### src/design/psbs_pkg.sv
package psbs_pkg;

  localparam int unsigned PACKET_SAMPLES_DEF = 512;

  localparam int unsigned FRAME_W = 11;
  localparam int unsigned DRIVE_AW = 10;
  localparam int unsigned CAP_AW = 11;

  typedef enum logic [2:0] {
    OP_ARM      = 3'd0,
    OP_TICK     = 3'd1,
    OP_IN_DONE  = 3'd2,
    OP_OUT_DONE = 3'd3,
    OP_FRAME    = 3'd4,
    OP_STOP     = 3'd5
  } op_e;

  localparam logic REG_INTERLEAVE = 1'b0;
  localparam logic REG_START_FRAME = 1'b1;

  typedef struct packed {
    op_e                op;
    logic               status_ok;
    logic [FRAME_W-1:0] frame;
  } event_t;

  typedef struct packed {
    logic                sample_valid;
    logic                channel;
    logic [DRIVE_AW-1:0] drive_addr;
    logic [CAP_AW-1:0]   volt_addr;
    logic [CAP_AW-1:0]   curr_addr;
    logic                issue_in;
    logic                issue_in_buffer;
    logic                issue_out;
    logic                issue_out_buffer;
    logic                running;
  } result_t;

  typedef struct packed {
    logic               reg_idx;
    logic [FRAME_W-1:0] wdata;
  } cfg_req_t;

endpackage

### src/design/psbs_stream_if.sv
interface psbs_stream_if #(
  parameter type payload_t = logic
) ();
  logic     valid;
  logic     ready;
  payload_t data;

  modport source (output valid, output data, input ready);
  modport sink (input valid, input data, output ready);
endinterface

### src/design/pingpong_sample_buffer_sequencer_unit.sv
// each result is registered into the output register pair as its request is accepted
// throughput: one request per cycle while input ready is high; all event handling is one pass of short
//   logic from the state registers into a two-entry output register pair
// a stalled output side fills the second entry, then input ready drops
// reset (async, active low) clears the sequencer state, both config
//   registers and the output valid flags
module pingpong_sample_buffer_sequencer_unit #(
  parameter int unsigned PacketSamples = psbs_pkg::PACKET_SAMPLES_DEF
) (
  input  logic          clk_i,
  input  logic          rst_ni,
  psbs_stream_if.sink   cfg_i,
  psbs_stream_if.sink   in_i,
  psbs_stream_if.source out_o
);

  localparam int unsigned CntW = $clog2(PacketSamples + 1);
  localparam int unsigned AddrW = (CntW + 2 > psbs_pkg::CAP_AW) ? CntW + 2 : psbs_pkg::CAP_AW;
  localparam logic [CntW-1:0] CntFull = CntW'(PacketSamples);
  localparam logic [CntW-1:0] CntRefill = CntW'(PacketSamples / 2 - 2);
  localparam logic [AddrW-1:0] HalfW = AddrW'(PacketSamples / 2);
  localparam logic [AddrW-1:0] PktW = AddrW'(PacketSamples);
  localparam logic [AddrW-1:0] Pkt2W = AddrW'(2 * PacketSamples);

  // config registers
  logic                          interleave_q;
  logic [psbs_pkg::FRAME_W-1:0]  start_frame_q;

  // sequencer state
  logic            active_buf_q, active_buf_d;
  logic [CntW-1:0] cnt_q, cnt_d;
  logic            cur_ch_q, cur_ch_d;
  logic            in_sbuf_q, in_sbuf_d;
  logic            out_sbuf_q, out_sbuf_d;
  logic            in_req_q, in_req_d;
  logic            out_req_q, out_req_d;
  logic            in_busy_q, in_busy_d;
  logic            out_busy_q, out_busy_d;
  logic            first_out_q, first_out_d;
  logic            start_pend_q, start_pend_d;
  logic            timer_on_q, timer_on_d;

  // output register pair
  logic              out_vld_q, skid_vld_q;
  psbs_pkg::result_t out_q, skid_q;
  psbs_pkg::result_t res;

  logic            in_acc, out_take;
  logic            wrap;
  logic            buf_n;
  logic [CntW-1:0] cnt_n;
  logic [AddrW-1:0] n_w, doff, voff, coff, d_sum, v_sum, c_sum;
  logic            in_pre_busy, in_pre_req, out_pre_busy, out_pre_req;

  assign cfg_i.ready = 1'b1;
  assign in_i.ready = !skid_vld_q;
  assign in_acc = in_i.valid && in_i.ready;
  assign out_take = out_vld_q && out_o.ready;
  assign out_o.valid = out_vld_q;
  assign out_o.data = out_q;

  always_ff @(posedge clk_i or negedge rst_ni) begin
    if (!rst_ni) begin
      interleave_q <= 1'b0;
      start_frame_q <= '0;
    end else if (cfg_i.valid) begin
      unique case (cfg_i.data.reg_idx)
        psbs_pkg::REG_INTERLEAVE: interleave_q <= cfg_i.data.wdata[0];
        psbs_pkg::REG_START_FRAME: start_frame_q <= cfg_i.data.wdata;
        default: ;
      endcase
    end
  end

  // tick bookkeeping: wrap happens before the refill check
  assign wrap = (cnt_q == CntFull);
  assign buf_n = wrap ? ~active_buf_q : active_buf_q;
  assign cnt_n = wrap ? '0 : cnt_q;
  assign n_w = AddrW'(cnt_n);

  always_comb begin
    if (interleave_q) begin
      doff = n_w;
      voff = n_w << 1;
      coff = voff + AddrW'(1);
    end else begin
      doff = (cur_ch_q ? HalfW : '0) + (n_w >> 1);
      voff = (cur_ch_q ? PktW : '0) + (n_w >> 1);
      coff = voff + HalfW;
    end
    d_sum = (buf_n ? PktW : '0) + doff;
    v_sum = (buf_n ? Pkt2W : '0) + voff;
    c_sum = (buf_n ? Pkt2W : '0) + coff;
  end

  always_comb begin
    active_buf_d = active_buf_q;
    cnt_d = cnt_q;
    cur_ch_d = cur_ch_q;
    in_sbuf_d = in_sbuf_q;
    out_sbuf_d = out_sbuf_q;
    in_pre_req = in_req_q;
    out_pre_req = out_req_q;
    in_pre_busy = in_busy_q;
    out_pre_busy = out_busy_q;
    first_out_d = first_out_q;
    start_pend_d = start_pend_q;
    timer_on_d = timer_on_q;
    res = '0;

    case (in_i.data.op)
      psbs_pkg::OP_ARM: begin
        start_pend_d = 1'b0;
        first_out_d = 1'b0;
        in_pre_busy = 1'b0;
        out_pre_busy = 1'b0;
        in_pre_req = 1'b0;
        out_pre_req = 1'b1;
        active_buf_d = 1'b0;
        out_sbuf_d = 1'b0;
        in_sbuf_d = 1'b0;
        cur_ch_d = 1'b0;
        cnt_d = '0;
      end
      psbs_pkg::OP_TICK: begin
        if (timer_on_q && first_out_q) begin
          if (wrap) begin
            in_sbuf_d = active_buf_q;
            in_pre_req = 1'b1;
          end
          if (cnt_n == CntRefill) begin
            out_sbuf_d = ~buf_n;
            out_pre_req = 1'b1;
          end
          active_buf_d = buf_n;
          cnt_d = cnt_n + CntW'(1);
          cur_ch_d = ~cur_ch_q;
          res.sample_valid = 1'b1;
          res.channel = cur_ch_q;
          res.drive_addr = d_sum[psbs_pkg::DRIVE_AW-1:0];
          res.volt_addr = v_sum[psbs_pkg::CAP_AW-1:0];
          res.curr_addr = c_sum[psbs_pkg::CAP_AW-1:0];
        end
      end
      psbs_pkg::OP_IN_DONE: begin
        if (in_i.data.status_ok) in_pre_busy = 1'b0;
      end
      psbs_pkg::OP_OUT_DONE: begin
        if (in_i.data.status_ok) begin
          if (!first_out_q) start_pend_d = 1'b1;
          first_out_d = 1'b1;
          out_pre_busy = 1'b0;
        end
      end
      psbs_pkg::OP_FRAME: begin
        if (start_pend_q && (in_i.data.frame == start_frame_q || start_frame_q == '0)) begin
          timer_on_d = 1'b1;
          start_pend_d = 1'b0;
        end
      end
      psbs_pkg::OP_STOP: timer_on_d = 1'b0;
      default: ;
    endcase

    // issue a host transfer per direction when requested and idle
    in_req_d = in_pre_req;
    in_busy_d = in_pre_busy;
    if (!in_pre_busy && in_pre_req) begin
      in_req_d = 1'b0;
      in_busy_d = 1'b1;
      res.issue_in = 1'b1;
      res.issue_in_buffer = in_sbuf_d;
    end
    out_req_d = out_pre_req;
    out_busy_d = out_pre_busy;
    if (!out_pre_busy && out_pre_req) begin
      out_req_d = 1'b0;
      out_busy_d = 1'b1;
      res.issue_out = 1'b1;
      res.issue_out_buffer = out_sbuf_d;
    end
    res.running = timer_on_d;
  end

  always_ff @(posedge clk_i or negedge rst_ni) begin
    if (!rst_ni) begin
      active_buf_q <= 1'b0;
      cnt_q <= '0;
      cur_ch_q <= 1'b0;
      in_sbuf_q <= 1'b0;
      out_sbuf_q <= 1'b0;
      in_req_q <= 1'b0;
      out_req_q <= 1'b0;
      in_busy_q <= 1'b0;
      out_busy_q <= 1'b0;
      first_out_q <= 1'b0;
      start_pend_q <= 1'b0;
      timer_on_q <= 1'b0;
    end else if (in_acc) begin
      active_buf_q <= active_buf_d;
      cnt_q <= cnt_d;
      cur_ch_q <= cur_ch_d;
      in_sbuf_q <= in_sbuf_d;
      out_sbuf_q <= out_sbuf_d;
      in_req_q <= in_req_d;
      out_req_q <= out_req_d;
      in_busy_q <= in_busy_d;
      out_busy_q <= out_busy_d;
      first_out_q <= first_out_d;
      start_pend_q <= start_pend_d;
      timer_on_q <= timer_on_d;
    end
  end

  // output flags; input ready is low while the skid entry is full
  always_ff @(posedge clk_i or negedge rst_ni) begin
    if (!rst_ni) begin
      out_vld_q <= 1'b0;
      skid_vld_q <= 1'b0;
    end else if (out_take || !out_vld_q) begin
      out_vld_q <= skid_vld_q || in_acc;
      skid_vld_q <= 1'b0;
    end else if (in_acc) begin
      skid_vld_q <= 1'b1;
    end
  end

  always_ff @(posedge clk_i) begin
    if (out_take || !out_vld_q) begin
      if (skid_vld_q) out_q <= skid_q;
      else if (in_acc) out_q <= res;
    end else if (in_acc) begin
      skid_q <= res;
    end
  end

  a_skid_implies_out: assert property (@(posedge clk_i) disable iff (!rst_ni)
    skid_vld_q |-> out_vld_q)
    else $error("skid entry full while output entry empty");

  a_cnt_range: assert property (@(posedge clk_i) disable iff (!rst_ni)
    cnt_q <= CntFull)
    else $error("sample count past packet size");

  a_issue_in_busy: assert property (@(posedge clk_i) disable iff (!rst_ni)
    in_acc && res.issue_in |=> in_busy_q && !in_req_q)
    else $error("capture send issued without marking busy");

  a_sample_running: assert property (@(posedge clk_i) disable iff (!rst_ni)
    in_acc && res.sample_valid |-> timer_on_q && first_out_q && res.running)
    else $error("sample produced while timer stopped");

endmodule

### src/flat_wrapper.sv
// flat-port wrapper written by rule: the top's interface ports become plain ports
module pingpong_sample_buffer_sequencer_unit_flat 
#(
  parameter int unsigned PacketSamples = psbs_pkg::PACKET_SAMPLES_DEF
)
  (clk_i, rst_ni, cfg_i_valid, cfg_i_data, cfg_i_ready, in_i_valid, in_i_data, in_i_ready, out_o_valid, out_o_data, out_o_ready);
  psbs_stream_if #(.payload_t(psbs_pkg::cfg_req_t)) cfg_i_i ();
  psbs_stream_if #(.payload_t(psbs_pkg::event_t)) in_i_i ();
  psbs_stream_if #(.payload_t(psbs_pkg::result_t)) out_o_i ();
  input  logic clk_i;
  input  logic rst_ni;
  input wire logic [$bits(cfg_i_i.valid)-1:0] cfg_i_valid;
  input wire logic [$bits(cfg_i_i.data)-1:0] cfg_i_data;
  output wire logic [$bits(cfg_i_i.ready)-1:0] cfg_i_ready;
  input wire logic [$bits(in_i_i.valid)-1:0] in_i_valid;
  input wire logic [$bits(in_i_i.data)-1:0] in_i_data;
  output wire logic [$bits(in_i_i.ready)-1:0] in_i_ready;
  output wire logic [$bits(out_o_i.valid)-1:0] out_o_valid;
  output wire logic [$bits(out_o_i.data)-1:0] out_o_data;
  input wire logic [$bits(out_o_i.ready)-1:0] out_o_ready;
  assign cfg_i_i.valid = cfg_i_valid;
  assign cfg_i_i.data = cfg_i_data;
  assign cfg_i_ready = cfg_i_i.ready;
  assign in_i_i.valid = in_i_valid;
  assign in_i_i.data = in_i_data;
  assign in_i_ready = in_i_i.ready;
  assign out_o_valid = out_o_i.valid;
  assign out_o_data = out_o_i.data;
  assign out_o_i.ready = out_o_ready;
  pingpong_sample_buffer_sequencer_unit #(.PacketSamples(PacketSamples)) u_core (.clk_i(clk_i), .rst_ni(rst_ni), .cfg_i(cfg_i_i), .in_i(in_i_i), .out_o(out_o_i));
endmodule
### config.mk
export PLATFORM = sky130hd
export DESIGN_NAME = pingpong_sample_buffer_sequencer_unit_flat
export DESIGN_NICKNAME = d
export VERILOG_FILES = /design/src/design/psbs_pkg.sv /design/src/design/psbs_stream_if.sv /design/src/design/pingpong_sample_buffer_sequencer_unit.sv /design/src/flat_wrapper.sv
export SDC_FILE = /design/constraint.sdc
export NUM_CORES = 1
export LEC_CHECK = 0
export ABC_AREA = 1
export BUFFER_PORTS_ARGS = -buffer_cell sky130_fd_sc_hd__buf_2
export CAP_MARGIN = 20
export CORE_ASPECT_RATIO = 0.5
export CORE_MARGIN = 3
export CORE_UTILIZATION = 44
export CTS_CLUSTER_SIZE = 10
export DETAILED_ROUTE_END_ITERATION = 8
export GPL_ROUTABILITY_DRIVEN = 0
export HOLD_SLACK_MARGIN = 0.05
export PLACE_DENSITY = 0.65
export REMOVE_ABC_BUFFERS = 1
export SETUP_SLACK_MARGIN = 0.02
export SYNTH_ARGS = -nofsm -noshare
export SYNTH_HDL_FRONTEND = slang
export SYNTH_SLANG_ARGS = --single-unit
export TNS_END_PERCENT = 100
### constraint.sdc
create_clock -name clk_i -period 4.62 [get_ports clk_i]
set_input_delay 0.462 -clock clk_i [delete_from_list [all_inputs] [get_ports clk_i]]
set_output_delay 0.462 -clock clk_i [all_outputs]
set_load 0.01 [all_outputs]
==> results of run 1 <==
==> power breakdown <==
| group | internal (W) | switching (W) | leakage, nW |
|---|---|---|---|
| clock network | 0.000506 | 0.000308 | 0.159 |
| logic | 0.0000903 | 0.000163 | 1.34 |
| registers | 0.000976 | 0.0000463 | 1.03 |
==> cell usage in the layout (no fill, tap or decap), types with 3 or more instances in the layout <==
master	n
nand2_1	133
buf_2	72
edfxtp_1	60
inv_1	48
nor2_1	43
dfrtp_1	35
o21ai_0	21
nand3_1	17
a21oi_1	11
inv_2	9
clkbuf_16	9
nand2_2	8
o21ai_1	8
nor3_2	7
xnor2_1	7
nor2_4	6
a21oi_2	6
mux2_2	6
xor2_1	5
o22ai_1	5
nor2_2	4
nand4_1	4
nor3_1	4
ha_1	4
a31oi_1	3
buf_4	3
==> state kept, by name, summed over array words and instances (netlist names), 10 cells and up <==
signal / count
u_core.cnt_q: 10
u_core.out_o.data: 30
u_core.skid_q: 30
u_core.start_frame_q: 11
==> cells in the mapped netlist, drive strengths merged (4+ instances only) <==
master  instances
a21oi          17
buf            16
clkbuf          5
dfrtp          35
edfxtp         60
ha              4
inv            57
mux2            6
nand2         143
nand3          20
nand4           4
nor2           55
nor3           12
o21ai          31
o22ai           5
xnor2           7
xor2            5
==> metal layers <==
layer / global-route usage (%) / wire length [um] / vias up
li1: - / - / 1739
met1: 22.6 / 4700 / 1527
met2: 24.4 / 4010 / 72
met3: 4.68 / 480 / 5
met4: 4.80 / 57 / 0
met5: 0 / 0 / -
==> through the flow <==
stage / hold slack, ns / power (W)
floorplan: 0.166 / 0.00120
global placement: 0.456 / 0.00129
detailed placement: 0.467 / 0.00130
CTS: 0.241 / 0.00212
global route: 0.276 / 0.00218
finish: 0.223 / 0.00209
==> worst max-delay path: stages (launching register included) <==
cell,delay (ns)
dfrtp_1,0.55
inv_1,0.71
buf_2,0.26
==> cell type report <==
type	count	area share (%)
inverter	60	4.12
clock inverter	4	1.39
sequential	95	48.7
clock buffer	12	4.66
timing repair buffer	75	6.96
multi-input combinational	319	31.0
tap	140	3.18
==> cell families after synthesis <==
kind of cell / Yosys count / synth area share, %
buffers and inverters: 81 / 7.56
adders and majority gates: 4 / 1.06
DFF: 95 / 56.5
muxes: 6 / 1.43
xor gates and xnor gates: 12 / 2.22
and+or+nand+nor: 239 / 24.2
other: 1 / 0.0792
AOI/OAI and AO/OA: 57 / 6.92
==> how the worst min path moves through the flow <==
stage / start / endpoint / slack [ns] / cells after the start
after floorplan: rst_ni / u_core.active_buf_q / 0.17 / 0
after global placement: u_core.start_pend_q / u_core.start_pend_q / 0.46 / 2
after detailed placement: u_core.start_pend_q / u_core.start_pend_q / 0.47 / 2
after CTS: rst_ni / u_core.start_frame_q[5] / 0.24 / 1
after global routing: rst_ni / u_core.start_frame_q[5] / 0.28 / 1
final: rst_ni / u_core.start_frame_q[5] / 0.22 / 1
==> flow_summary.yaml, run 1 <==
worst_setup_path:
  arrival_ns: 1.87
  criticalPathCategory: "reg2out"
  crit_start: "u_core.skid_vld_q"
  ff2ff_path_depth: 4
  cp-end-kind: "primary output"
  crit_path_max_fanout: 24
  rr_startpoint: "u_core.skid_vld_q"
  r2r_setup_slack_ns: 2.30
  worstReg2RegEnd: "u_core.skid_q[31]"
  critPathRequiredTime_ns: 4.16
  worstSetupEndpoint: "in_i_ready"
  startpoint_type: "flop"
place:
  place_inst: 689
  hpwl_um: 6570
  placed_instance_area_sq_um: 5170
  pre_cts_ws_ns: 2.29
  buffer_ports.inserted: 72
sta:
  fmax_mhz: 429
  slew_viol_final: 0
  min_clock_period_post_route_ns: 2.33
  tightest_slew_ns: 0.856
  timing.setup.tns_ns: 0
  min_period_over_period_pct: 50.5
  layout_setup_ws_ns: 2.29
  grt_setup_unrepaired: "false"
  hold_violations: 0
  final.setup_skew_ns: 0.00832
  maxSlewHeadroom_pct: 42.8
  finalSetupViolations: 0
clock_tree:
  clk_pin_slew_worst_paths_ns: 0.06
  postCtsHoldBufs: 0
  cts_num_sinks: 95
  clock_path_buffers: 2
  clock_root_buffer: "clkbuf_16"
  clock_tree.htree_level_count: 3
  clock_latency_ns: 0.34
  ctsResizeCount: 0
  cts_inserted_buffers: 9
  tritoncts: "done"
  post-cts-setup-buffers: 0
global_routing:
  largest_net_degree_at_the_start_of_global_routing: 36
  grt_overflow: 0
  initial_antenna_violation_count: 0
  grt_util_all_layers_pct: 16.1
  grt_pass1_wl_um: 15500
  first_global_vias: 3169
drt:
  initialDrtViolationCount: 221
  drt_pre_antenna_iters: 5
  detail-route-antenna-nets: 0
  detail_route.wirelength_um: 9240
  wire_per_inst_um: 13.1
  vias: 3343
  via_per_inst: 4.74
  remaining_drc_errors: 0
synth:
  netlist_area_sq_um: 4740
  number_of_enable_type_register_cells_in_the_synthesized_netlist: 60
  seq_area_frac_synth_pct: 56.5
  synth_top_cell_by_area: "edfxtp_1"
  yosysTopAreaCellShare_pct: 38.0
  synth.ff_latch_count: 95
  synth.area.top_cells: "edfxtp_1 38%, dfrtp_1 18%, nand2_1 11%"
  netlist_instances: 495
  synth_cell_type_count: 41
  synth_area_per_cell_sq_um: 9.57
  synth-async-reset-ratio_pct: 36.8
  dominantRegCellSynth: "edfxtp_1"
  ys.warnings.count: 0
pwr:
  power.density_nw_per_um2: 380
  ir_drop_worst_vdd_mv: 0.200
  total_leakage_power_nw: 2.52
floorplanning:
  design.portCount: 74
  core_area_sq_um: 10300
  placementRows: 26
  initial_core_util_pct: 45.8
  fp.dieH_um: 79.4
  die_area_sq_um: 12100
  die_width_um: 153
layout:
  num-fill-cells: 973
  final_core_utilization_pct: 53.2
  multiInputGateArea_sq_um: 1710
  layout.cell_area.non_filler_sq_um: 5500
  syn_to_final_growth_pct: 16.1
  design.final.nets: 596
  num_antenna_cells: 0
  final-seq-area_sq_um: 2680
  post_route_cells_drive_above_1_share_pct: 26.0
  layoutNonFillerInstCount: 705
status:
  outcome: "completed"
job:
  maxCapViolations: 0
min_path:
  holdCritPathClass: "in2async"
No activity file was read; power rests on OpenSTA's default activity.
==> run 2: changes to the inputs <==
Clock period 4.62 ns to 2.2 ns, I/O delays scaled along.
==> run 2 against run 1 <==
First-iteration DRC count down 18%. Global-route usage is 0.064 points higher. Critical endpoint is now u_core.out_o.data[14]. Count of clock-buffer cells in the layout shrank 2. Largest cell class unchanged. Sequential cell count is the same. Cell count is 0.71% higher.
==> flow_summary.yaml, run 2 (synthesis results as in run 1) <==
floorplanning:
  design.portCount: 74
  placementRows: 26
  initial_core_util_pct: 45.8
  core_area_sq_um: 10300
  die_area_sq_um: 12100
  die_width_um: 153
  fp.dieH_um: 79.4
drt:
  via_per_inst: 4.85
  initialDrtViolationCount: 182
  drt_pre_antenna_iters: 4
  detail-route-antenna-nets: 0
  remaining_drc_errors: 0
  wire_per_inst_um: 13.1
  vias: 3446
  detail_route.wirelength_um: 9280
clock_tree:
  cts_num_sinks: 95
  clock_root_buffer: "clkbuf_16"
  clock_path_buffers: 2
  clock_tree.htree_level_count: 3
  post-cts-setup-buffers: 0
  clk_pin_slew_worst_paths_ns: 0.07
  clock_latency_ns: 0.34
  tritoncts: "done"
  cts_inserted_buffers: 9
global_routing:
  grt_overflow: 0
  largest_net_degree_at_the_start_of_global_routing: 36
  grt_util_all_layers_pct: 16.2
  initial_antenna_violation_count: 0
  grt_pass1_wl_um: 15600
  first_global_vias: 3230
layout:
  top_library_cells_by_usage_in_the_layout_fill_and_taps_aside: "133 x nand2_1, 72 x buf_2, 60 x edfxtp_1, 48 x inv_1, 43 x nor2_1"
  layout_commonest_cell: "nand2_1"
  final-seq-area_sq_um: 2680
  syn_to_final_growth_pct: 16.6
  multiInputGateArea_sq_um: 1710
  num_antenna_cells: 0
  post_route_cells_drive_above_1_share_pct: 26.1
  layout.cell_area.non_filler_sq_um: 5520
  num-fill-cells: 958
  final_core_utilization_pct: 53.4
  design.final.nets: 601
status:
  outcome: "completed"
sta:
  tightest_slew_ns: 0.823
  min_period_over_period_pct: 91.3
  fmax_mhz: 498
  hold_violations: 0
  finalSetupViolations: 0
  maxSlewHeadroom_pct: 45.1
  slew_viol_final: 0
  grt_setup_unrepaired: "false"
  final.setup_skew_ns: 0.00868
  min_clock_period_post_route_ns: 2.01
pwr:
  power.density_nw_per_um2: 764
  total_leakage_power_nw: 2.53
  post-layout-total-power_w: 0.00422
  ir_drop_worst_vdd_mv: 0.440
worst_setup_path:
  critPathRequiredTime_ns: 2.28
  startpoint_type: "flop"
  crit_path_max_fanout: 8
  criticalPathCategory: "reg2reg"
  cp-end-kind: "flop"
  arrival_ns: 2.09
place:
  placed_instance_area_sq_um: 5220
  buffer_ports.inserted: 72
  hpwl_um: 6670
job:
  maxCapViolations: 0
min_path:
  holdCritPathClass: "in2reg"
-- run 2: cell count changes in the layout (fill, tap and decap cells not counted) --
cell / before / now
bufinv_16: 2 / 1
clkbuf_8: 2 / 0
clkinv_4: 0 / 2
buf_12: 0 / 2
dlygate4sd3_1: 0 / 1
inv_6: 1 / 0
clkinv_1: 2 / 4
buf_4: 3 / 5
-- run 2: cell type report --
| cell class | count | share of cell area (%) |
|---|---|---|
| tap | 140 | 3.17 |
| clock inverter | 6 | 1.13 |
| clock buffer | 10 | 4.14 |
| timing repair buffer | 80 | 8.11 |
| sequential | 95 | 48.5 |
| inverter | 60 | 4.10 |
| multi-input combinational | 319 | 30.9 |
-- run 2: metal layers --
layer,global-route usage (%),part of all wire (%),up-vias
met4,4.00,0.92,0
met3,5.01,6.7,8
li1,-,-,1748
met1,22.9,49,1596
met2,24.4,43,94
met5,0,0,-
-- run 2: path summary, 6_finish.rpt --
kind	slack, ns	startpoint	end	cells past startpoint
max in group asynchronous	1.16	rst_ni	u_core.start_frame_q[2]	2
worst max-delay path	0.19	u_core.cnt_q[0]	u_core.out_o.data[14]	10
worst min register to register	0.48	u_core.start_pend_q	u_core.start_pend_q	2
worst max register to register	0.19	u_core.cnt_q[0]	u_core.out_o.data[14]	10
min in group asynchronous	0.51	rst_ni	u_core.start_frame_q[5]	2
worst min-delay path	0.09	cfg_i_valid	u_core.interleave_q	2
-- run 2: worst max-delay path, cell delays in order (launching register included) --
cell and delay (ns):
dfrtp_1 0.41, inv_1 0.12, ha_1 0.17, nand2_2 0.07, nor2_4 0.13, nand3_4 0.14, nand2_2 0.18, inv_1 0.06
ha_1 0.27, nand3_1 0.10, a31oi_1 0.10
-- run 2: stage by stage --
stage / TNS [ns] / cells / setup WS (ns) / hold WS (ns)
floorplan: -40.69 / 474 / -0.723 / -0.0756
global placement: 0 / 693 / 0.295 / 0.366
detailed placement: 0 / 693 / 0.194 / 0.372
CTS: 0 / 710 / 0.189 / 0.0831
global route: 0 / 710 / 0.0345 / 0.0853
finish: 0 / 710 / 0.192 / 0.0897
-- run 2: power by group --
| part | switching (W) | internal (W) |
|---|---|---|
| Clock | 0.000644 | 0.000877 |
| Sequential | 0.0000804 | 0.00205 |
| Combinational | 0.000366 | 0.000207 |
-- run 2: timing repair --
action	in CTS	in global routing
resized for setup	0	0
hold buffers	1	0
hold endpoints to repair	35	0
==> run 3: changes to the inputs <==
Settings changed: CELL_PAD_IN_SITES_DETAIL_PLACEMENT from default to 0, CELL_PAD_IN_SITES_GLOBAL_PLACEMENT from default to 2, CORE_UTILIZATION 44 to 35, CTS_CLUSTER_DIAMETER from default to 30, PLACE_DENSITY 0.65 to 0.8.
==> run 3 against run 2 <==
Clock power up 4%. Count of clock-buffer cells in the layout stayed put. Sequential share of layout area decreased by 0.25 points. Cell count increased by 4.2%. Routed wire length grew 5.5%. Total power rose by 1.3%. Clock skew is essentially flat. Hold slack got worse by 0.0057 ns. Largest power group unchanged.
==> flow_summary.yaml, run 3 (synthesis results as in run 1) <==
layout:
  layout_commonest_cell: "nand2_1"
  design.final.nets: 601
  syn_to_final_growth_pct: 17.3
  num_antenna_cells: 0
  top_library_cells_by_usage_in_the_layout_fill_and_taps_aside: "133 x nand2_1, 72 x buf_2, 60 x edfxtp_1, 48 x inv_1, 43 x nor2_1"
  post_route_cells_drive_above_1_share_pct: 26.5
sta:
  min_period_over_period_pct: 90.5
  min_clock_period_post_route_ns: 1.99
  final.setup_skew_ns: 0.00834
  grt_setup_unrepaired: "false"
  maxSlewHeadroom_pct: 42.5
  fin_hold_ws_ns: 0.0840
  finalSetupViolations: 0
  timing.setup.tns_ns: 0
  fmax_mhz: 502
  tightest_slew_ns: 0.862
  slew_viol_final: 0
  hold_violations: 0
floorplanning:
  core_area_sq_um: 13000
  initial_core_util_pct: 36.6
  die_width_um: 171
  die_area_sq_um: 15000
  placementRows: 29
  design.portCount: 74
  fp.dieH_um: 88.3
place:
  buffer_ports.inserted: 72
  hpwl_um: 6910
pwr:
  ir_drop_worst_vdd_mv: 0.301
  total_leakage_power_nw: 2.53
  power.density_nw_per_um2: 770
worst_setup_path:
  critPathRequiredTime_ns: 2.29
  cp-end-kind: "flop"
  criticalPathCategory: "reg2reg"
  arrival_ns: 2.08
  startpoint_type: "flop"
  crit_path_max_fanout: 8
clock_tree:
  cts_inserted_buffers: 9
  cts_num_sinks: 95
  clock_root_buffer: "clkbuf_16"
  tritoncts: "done"
  post-cts-setup-buffers: 0
  clk_pin_slew_worst_paths_ns: 0.07
  clock_path_buffers: 2
  clock_latency_ns: 0.34
  clock_tree.htree_level_count: 3
min_path:
  holdCritPathClass: "in2reg"
global_routing:
  grt_util_all_layers_pct: 13.8
  grt.met1_usage_pct: 20.2
  first_global_vias: 3149
  busiest_layer: "met2"
  initial_antenna_violation_count: 0
  met3_usage_pct: 3.79
  largest_net_degree_at_the_start_of_global_routing: 38
  grt_overflow: 0
  grt_pass1_wl_um: 16100
  met2_usage_pct: 20.3
job:
  maxCapViolations: 0
drt:
  via_per_inst: 4.51
  detail-route-antenna-nets: 0
  remaining_drc_errors: 0
  drt_pre_antenna_iters: 5
  vias: 3336
  initialDrtViolationCount: 167
  detail_route.wirelength_um: 9790
  wire_per_inst_um: 13.2
status:
  outcome: "completed"
run 3: cell count changes in the layout (fill, tap and decap cells not counted):
cell and delta:
inv_6 +2, buf_12 -1, buf_4 +1, clkinv_1 -1, clkinv_4 -1, dfrtp_1 -1, dfrtp_2 +1
run 3: path summary, 6_finish.rpt:
kind	startpoint	to	slack (ns)	cells past startpoint
setup / recovery	u_core.cnt_q[0]	u_core.out_o.data[14]	0.21	10
hold / removal	cfg_i_valid	u_core.interleave_q	0.08	2
setup reg to reg	u_core.cnt_q[0]	u_core.out_o.data[14]	0.21	10
hold reg to reg	u_core.start_pend_q	u_core.start_pend_q	0.47	2
max in group asynchronous	rst_ni	u_core.cnt_q[1]	1.08	2
min in group asynchronous	rst_ni	u_core.start_frame_q[3]	0.52	2
run 3: routing by layer:
layer	share of wire (%)	wire, um
met3	5.4	532
met5	0	0
met1	53	5160
met2	41	3980
met4	1.2	114
run 3: area by class of cell:
type                       count  area [sq um]
clock buffer                  10           229
tap                          170           213
inverter                      60           226
multi-input combinational    319          1710
timing repair buffer          80           435
sequential                    95          2680
clock inverter                 6          67.6
fill                        1308          7400
run 3: power breakdown:
group | switching [W] | internal (W)
clock network | 0.000695 | 0.000889
logic | 0.000367 | 0.000200
registers | 0.0000784 | 0.00205
run 3: worst max-delay path: stages (launching register included):
cell and delay, ns:
dfrtp_1 0.41, inv_1 0.11, ha_1 0.17, nand2_2 0.07, nor2_4 0.13, nand3_4 0.14
nand2_2 0.19, inv_1 0.06, ha_1 0.27, nand3_1 0.10, a31oi_1 0.10
run 3: timing repair:
item / 4_1_cts / 5_1_grt
endpoints found under the setup margin: 0 / 1
resized for setup: 0 / 1
endpoints found under the hold margin: 35 / 0
hold buffers: 1 / 0
run 3: stage by stage:
stage | total power, W | worst slack, ns | util [%] | std cells | area, sq um
4_1_cts | 0.00434 | 0.197 | 42.9 | 740 | 5550
3_5_place_dp | 0.00274 | 0.213 | 40.5 | 723 | 5250
5_1_grt | 0.00449 | 0.0252 | 42.9 | 740 | 5560
3_3_place_gp | 0.00274 | 0.277 | 40.5 | 723 | 5250
2_1_floorplan | 0.00252 | -0.723 | - | 474 | 4600
6_report | 0.00428 | 0.210 | 42.9 | 740 | 5560
